`config.mk`:
```
export PLATFORM = sky130hd
export DESIGN_NAME = rtc_ctrl
export DESIGN_NICKNAME = d
export VERILOG_FILES = /design/src/design/rtc_pkg.sv /design/src/design/rtc_ctrl.sv
export VERILOG_INCLUDE_DIRS = /design/src /design/src/design
export SDC_FILE = /design/constraint.sdc
export NUM_CORES = 1
export LEC_CHECK = 0
export ABC_AREA = 1
export BUFFER_PORTS_ARGS = -buffer_cell sky130_fd_sc_hd__buf_2
export CAP_MARGIN = 15
export CORE_AREA = 2 2 39 41
export DETAILED_ROUTE_END_ITERATION = 7
export DIE_AREA = 0 0 41 43
export PLACE_DENSITY = 0.68
export SYNTH_ARGS = -nofsm -noshare
export SYNTH_HDL_FRONTEND = slang
export SYNTH_SLANG_ARGS = --single-unit
```
`constraint.sdc`:
```
create_clock -name aclk -period 1 [get_ports aclk]
set_input_delay 0.2 -clock aclk [delete_from_list [all_inputs] [get_ports aclk]]
set_output_delay 0.2 -clock aclk [all_outputs]
set_load 0.01 [all_outputs]
```
`src/design/rect_tilemap_collision_defines.svh`:
```
// Assertion macros shared by the tile map collision block.
// Each macro expands to a labeled concurrent assertion on the rising clock,
// disabled while the active-low reset is asserted.
`ifndef RECT_TILEMAP_COLLISION_DEFINES_SVH
`define RECT_TILEMAP_COLLISION_DEFINES_SVH
`ifndef SYNTHESIS
`define RTC_ASSERT(label, clk, rstn, prop) \
    label: assert property (@(posedge clk) disable iff (!rstn) prop) \
        else $error("tile map collision: property violated");
`define RTC_NEVER(label, clk, rstn, expr) \
    label: assert property (@(posedge clk) disable iff (!rstn) !(expr)) \
        else $error("tile map collision: forbidden condition");
`else
`define RTC_ASSERT(label, clk, rstn, prop)
`define RTC_NEVER(label, clk, rstn, expr)
`endif
`endif

```
`src/design/rtc_pkg.sv`:
```
package rtc_pkg;

    // Map storage limits.
    localparam int MAX_COLS = 64;
    localparam int MAX_ROWS = 64;
    localparam int MAX_DIM  = (MAX_COLS > MAX_ROWS) ? MAX_COLS : MAX_ROWS;
    localparam int COL_W    = (MAX_COLS > 1) ? $clog2(MAX_COLS) : 1;
    localparam int ROW_W    = (MAX_ROWS > 1) ? $clog2(MAX_ROWS) : 1;

    // Tile index width; large enough to hold the map size and a saturated quotient.
    localparam int Q_W      = $clog2(MAX_DIM + 1);

    // Field widths.
    localparam int CFG_W     = 7;
    localparam int CFG_IDX_W = 3;
    localparam int COORD_W   = 16;
    localparam int SIZE_W    = 10;
    localparam int FCOL_W    = 6;
    localparam int FROW_W    = 6;
    localparam int SUM_W     = COORD_W + 2;
    localparam int DVD_W     = COORD_W;

    // Register reset values.
    localparam logic [CFG_W-1:0] TILE_WIDTH_RST  = 7'd16;
    localparam logic [CFG_W-1:0] TILE_HEIGHT_RST = 7'd16;
    localparam logic [CFG_W-1:0] MAP_COLS_RST    = 7'd64;
    localparam logic [CFG_W-1:0] MAP_ROWS_RST    = 7'd64;

    typedef enum logic [CFG_IDX_W-1:0] {
        CFG_TILE_WIDTH  = 3'd0,
        CFG_TILE_HEIGHT = 3'd1,
        CFG_MAP_COLS    = 3'd2,
        CFG_MAP_ROWS    = 3'd3
    } cfg_idx_t;

    typedef enum logic {
        REQ_WRITE = 1'b0,
        REQ_QUERY = 1'b1
    } req_t;

    // Commands from the controller to the datapath.
    typedef struct packed {
        logic wr_accept;
        logic q_accept;
        logic wr_back;
        logic setup;
        logic walk;
        logic out_load;
    } rtc_cmd_t;

    // Status from the datapath to the controller.
    typedef struct packed {
        logic div_busy;
        logic range_empty;
        logic hit;
        logic walk_end;
        logic out_free;
    } rtc_sts_t;

endpackage

```
`src/design/rtc_ctrl.sv`:
```
`include "rect_tilemap_collision_defines.svh"

module rtc_ctrl (
    input  logic               aclk,
    input  logic               aresetn,
    input  logic               s_valid,
    output logic               s_ready,
    input  logic               s_req_type,
    input  rtc_pkg::rtc_sts_t  sts,
    output rtc_pkg::rtc_cmd_t  cmd
);
    import rtc_pkg::*;

    typedef enum logic [6:0] {
        ST_IDLE    = 7'b0000001,
        ST_WR_RD   = 7'b0000010,
        ST_WR_WB   = 7'b0000100,
        ST_Q_DIV   = 7'b0001000,
        ST_Q_SETUP = 7'b0010000,
        ST_Q_WALK  = 7'b0100000,
        ST_Q_OUT   = 7'b1000000
    } state_t;

    state_t state_reg;
    state_t state_next;
    logic   accept;

    assign s_ready = (state_reg == ST_IDLE);
    assign accept  = s_valid && s_ready;

    // Next-state logic.
    always_comb begin
        state_next = state_reg;
        case (state_reg)
            ST_IDLE: begin
                if (accept) begin
                    state_next = (s_req_type == REQ_QUERY) ? ST_Q_DIV : ST_WR_RD;
                end
            end
            ST_WR_RD:   state_next = ST_WR_WB;
            ST_WR_WB:   state_next = ST_IDLE;
            ST_Q_DIV: begin
                if (!sts.div_busy) begin
                    state_next = ST_Q_SETUP;
                end
            end
            ST_Q_SETUP: state_next = ST_Q_WALK;
            ST_Q_WALK: begin
                if (sts.range_empty || sts.hit || sts.walk_end) begin
                    state_next = ST_Q_OUT;
                end
            end
            ST_Q_OUT: begin
                if (sts.out_free) begin
                    state_next = ST_IDLE;
                end
            end
            default: state_next = ST_IDLE;
        endcase
    end

    always_ff @(posedge aclk) begin
        if (!aresetn) begin
            state_reg <= ST_IDLE;
        end else begin
            state_reg <= state_next;
        end
    end

    // Commands to the datapath.
    assign cmd.wr_accept = accept && (s_req_type == REQ_WRITE);
    assign cmd.q_accept  = accept && (s_req_type == REQ_QUERY);
    assign cmd.wr_back   = (state_reg == ST_WR_WB);
    assign cmd.setup     = (state_reg == ST_Q_SETUP);
    assign cmd.walk      = (state_reg == ST_Q_WALK);
    assign cmd.out_load  = (state_reg == ST_Q_OUT) && sts.out_free;

    // A query starts the dividers in the same edge that the item is taken.
    `RTC_ASSERT(a_query_starts_div, aclk, aresetn, cmd.q_accept |=> (state_reg == ST_Q_DIV) && sts.div_busy)
    // A tile write reads, writes back and returns to idle in fixed steps.
    `RTC_ASSERT(a_write_seq, aclk, aresetn, cmd.wr_accept |=> (state_reg == ST_WR_RD) ##1 (state_reg == ST_WR_WB) ##1 s_ready)
    // A finished query waits while the output register is still full.
    `RTC_ASSERT(a_out_wait, aclk, aresetn, (state_reg == ST_Q_OUT) && !sts.out_free |=> (state_reg == ST_Q_OUT))

endmodule
```
==> Yosys cells after proc, flatten, opt, wreduce, memory -nomap -nowiden <==
Index checks and enable logic that the tools add are counted.
{ "op_classes": {"eq_ne": 11, "order_cmp": 0, "n_shift": 0, "mul": 0, "mux": 6, "n_bitwise": 1, "reduce_logical": 7, "add_sub_neg": 0, "n_div": 0} }
{ "ops": {"columns": ["op", "count"], "rows": [
  ["case mux 7 bit (6 select lines)", 1],
  ["2-to-1 mux 7 bit", 4],
  ["== test 7 x 1 -> 1 bit, second input constant", 1],
  ["== test 7 x 2 -> 1 bit, second input constant", 1],
  ["== test 7 x 3 -> 1 bit, second input constant", 1],
  ["== test 7 x 4 -> 1 bit, second input constant", 1],
  ["== test 7 x 5 -> 1 bit, second input constant", 1],
  ["== test 7 x 6 -> 1 bit, second input constant", 1],
  ["== test 7 bit, second input constant", 1],
  ["logical AND 1 bit", 4],
  ["2-to-1 mux 4 bit", 1],
  ["!= test 2 x 1 -> 1 bit, second input constant", 2],
  ["!= test 2 bit, second input constant", 2],
  ["AND reduction 4 bit", 1],
  ["logical OR 1 bit", 2],
  ["inverter 1 bit", 1]
]} }
{ "word_totals": {"reg_bits": 7, "mem_bits_ro": 0, "wordCells": 26, "latchBits": 0, "out_inout_bits": 7, "mem_bits_rw": 0, "n_memories": 0} }

==> Logic depth before layout (Yosys ltp) <==
{ "logic_depth": {"word_depth": 4, "depth_mapped": 9, "ltp_nobuf": 9} }

==> Worst setup path before layout <==
OpenSTA, ideal clock, no wires.
{ "synth_path": {"path_type": "register to output", "from": "register state_reg[6]", "to": "output port cmd[5] (netlist name)", "required_time_ps": 800, "arrival_time_ps": 957, "slack_ps": -157, "stages_incl_launch_ff": 6, "n_path_buf": 0, "path_cell_list": "dfxtp_1 > inv_1 > nand2_2 > nor2_4 > nand2_1 > nor3_1"} }
{ "synth_lines": {"columns": ["element", "line", "rtl"], "rows": [
  ["start, declared", "rtc_ctrl.sv:24", "state_t state_reg;"],
  ["start signal, assigned", "rtc_ctrl.sv:66", "state_reg <= state_next;"],
  ["end, declared", "rtc_ctrl.sv:10", "output rtc_pkg::rtc_cmd_t cmd"]
]} }

==> Final worst setup path <==
{ "layout_path": {"from": "register state_reg[1]", "to": "output port s_ready"} }
{ "layout_between": {"elab_chain_cells": 1} }
{ "layout_lines": {"columns": ["element", "line", "rtl"], "rows": [
  ["== test 7 x 1 -> 1 bit", "rtc_ctrl.sv:28", "assign s_ready = (state_reg == ST_IDLE);"],
  ["end, declared", "rtc_ctrl.sv:7", "output logic s_ready,"]
]} }
Every way passes these cells.

==> summary.md <==
| Metric | Value |
|---|---|
| Status | `finished, violations left` |
| Violated checks | `negative setup slack` |
| Worst r2r path cells | `10` |
| Post-CTS Hold Buffers | `0` |
| Syn_area_per_cell | `6.55 um2` |
| Port Buf Inserts | `15` |
| Fmax | `700 MHz` |
| HPWL Detailed | `873 um` |
| Met3 track demand over resource | `3.66%` |
| Cells after synthesis | `72` |
| Worst R2R Start | `state_reg[0]$_SDFFE_PN1P_` |
| Max reg flops | `7` |
| Flop pwr share | `23.2%` |
| TritonCTS Buffers | `3` |
| Largest net degree at the start of global routing | `6` |
| Final Skew | `0.00334 ns` |
| Placed Cells | `108` |
| Number of global-route vias before repair | `593` |
| Switch share | `39.3%` |
| Post-synthesis compound-gate area fraction | `2.12%` |
| Comb power frac | `59.8%` |
| Routed Wire Length | `1340 um` |
| DRT Pass-1 Iters | `4` |
| Clock Path Buffers | `2` |
| Hold Vio Cnt, Final | `0` |
| Initial antenna violation count | `0` |
| Sequential-to-total area share from yosys stat | `29.7%` |
| Core region area | `0.00138 mm2` |
| Hold crit path type | `in -> reg` |
| CP required | `0.80 ns` |
| Final setup vio count | `14` |
| Post-Synth Adder-Cell Area | `0%` |
| Tot GR Track Use | `19.6%` |
| Reg clk slew, reported paths | `0.05 ns` |
| Most Frequent Cell on Critical Path | `inv_2` |
| H-tree depth | `1` |
| GP Congestion | `0.804` |
| Post-DP Area | `616 um2` |
| Cell variety after synth | `16` |
| Die width | `41 um` |
| Global-route wire length before repair | `2390 um` |
| WP data arrival | `1.23 ns` |
| Dpl ws | `-0.242 ns` |
| Most Used Layer, Global Route | `met2` |
| Worst Setup End Kind | `output port` |
| Final Non-Filler Cells | `123` |
| Crit path time final | `1.43 ns` |
| Clk_lat worst skew | `0.25 ns` |
| Min-delay src | `aresetn` |
| Simple-Gate Fraction of Synth Area | `54.6%` |
| DR WL/cell | `10.9 um` |
| Pwr dens | `1760 mW/mm2` |
| Die area | `0.00176 mm2` |
| Initial DRC count | `7` |
| R2r setup slk | `-0.26 ns` |
| Multiplexer share of the synthesized area | `0%` |
| Worst hold endpoint | `state_reg[6]$_SDFFE_PN0P_` |
| Grt met1 use | `23.5%` |
| Seq cells post-synth | `7` |
| Period utilization | `143%` |
| Clk pwr share | `17.1%` |
| Vias | `571` |
| Synthesized area | `472 um2` |
| Max stage delay on crit path | `0.31 ns` |
| Slowest cell on crit path | `dfxtp_1` |
| Yosys Warn Count | `0` |
| Ports | `16` |
| # rows | `14` |
| Total congestion overflow | `0` |
| Vias per cell | `4.64` |
| Crit Path Max Fanout | `4` |
| Starting Density | `34.1%` |
| Pint | `0.924 mW` |
| Grt met2 use | `31.3%` |
| Die Y | `43 um` |
| Post-route cell area | `863 um2` |
| Most frequent cells in the layout | `buf_2, buf_4, nand2_1` |
| Critical path type | `reg -> out` |
| Least-Margin Pin Slew | `0.233 ns` |
| Share of cells above drive strength 1 | `73.8%` |
| Max VDD drop | `0.00113 V` |
| Synthesized net count | `81` |
| Slew HR | `84.3%` |
| ANT cells | `0` |
| Lkg Pwr | `0.438 nW` |
| Commonest non-fill, non-tap cell in the layout | `buf_2` |
| Sink Count | `7` |
| Largest family of logic cells by synthesized area | `simple AND/OR/NAND/NOR gates` |
| Switch Pwr | `0.599 mW` |
| Xor and xnor fraction of the mapped netlist area | `0%` |
| Fin util | `62.4%` |
| Final Max Slew Viols | `0` |
| # nets final | `117` |
| Worst R2R End | `state_reg[6]$_SDFFE_PN0P_` |
| Worst hold slack | `0.212 ns` |
| Hold Path Depth | `3` |
| ANT nets after route | `0` |
| CTS tree | `yes` |
| Max-cap violations | `0` |
| CTS Root Cell | `clkbuf_4` |
| Crit path cell chain | `inv_2 -> nand2_2 -> nor2_4 -> nand2_4 -> buf_4 -> inv_2 -> buf_6` |
| Worst setup margin | `-0.429 ns` |
| Residual DRC count | `0` |
| RSZ-0062 raised after global routing | `true` |
| Area grow syn2layout | `83.0%` |
| Setup crit start kind | `flip-flop` |
==> power groups by stage <==
stage                     Sequential, mW  Combinational [mW]  Clock [mW]
after detailed placement           0.350               0.531           0
after floorplan                    0.345               0.379           0
final                              0.353               0.911       0.260
after global placement             0.348               0.522           0
after global routing               0.357               0.988       0.277
after CTS                          0.345               0.825       0.259
==> critical path, delay by kind of cell, from the launching register on <==
kind                   cells  cell delay, ns
and+or+nand+nor            3            0.30
DFF                        1            0.31
buffers and inverters      4            0.36
==> synthesized netlist by cell type <==
cell	number	area share (%)
nor3b_2	1	2.7
nor2_2	1	1.3
nor2_1	8	6.4
nand2_4	1	2.4
nand3_2	3	6.4
dfxtp_1	7	30
nor4_1	1	1.3
nand2_2	4	5.3
nand3_1	2	2.1
inv_2	2	1.6
nand2_1	16	13
nor3_1	4	4.2
inv_1	15	12
a21oi_1	2	2.1
nor2_4	3	7.2
nand4_1	2	2.7
==> cells by family after synthesis <==
family,count (synthesis)
compound gates,2
buf+inv,17
flops,7
simple gates,46
==> layer usage <==
metal | wire length [um] | up-vias
met5 | 0 | -
li1 | - | 291
met3 | 51 | 4
met1 | 523 | 255
met4 | 13 | 0
met2 | 747 | 21
==> final cells by class <==
| type | instances | area [um2] |
|---|---|---|
| clock buffers | 4 | 26.3 |
| flip-flops and latches | 7 | 148 |
| repair buffers | 31 | 233 |
| well taps | 16 | 20.0 |
| inverters | 17 | 63.8 |
| multi-input cells | 48 | 373 |
| fillers | 136 | 520 |
==> stage by stage <==
stage          power (mW)  setup TNS, ns
2_1_floorplan       0.724         -0.323
3_3_place_gp        0.870          -1.74
3_5_place_dp        0.881          -1.96
4_1_cts              1.43          -3.89
5_1_grt              1.62          -4.98
6_report             1.52          -3.97
==> how the worst max path moves through the flow <==
stage | cells after the start | end | startpoint
2_1_floorplan | 6 | state_reg[6]$_SDFFE_PN0P_ | state_reg[4]$_SDFFE_PN0P_
3_3_place_gp | 10 | state_reg[6]$_SDFFE_PN0P_ | state_reg[3]$_SDFFE_PN0P_
3_5_place_dp | 10 | state_reg[6]$_SDFFE_PN0P_ | state_reg[3]$_SDFFE_PN0P_
4_1_cts | 8 | cmd[4] | state_reg[3]$_SDFFE_PN0P_
5_1_grt | 8 | cmd[4] | state_reg[1]$_SDFFE_PN0P_
6_report | 7 | s_ready | state_reg[1]$_SDFFE_PN0P_
==> repair_timing <==
action	in CTS	in global routing
endpoints found under the hold margin	0	0
setup buffers	12	1
gates resized for setup	27	12
pin swaps	12	8
endpoints found under the setup margin	13	14
(Power assumes the default switching activity.)
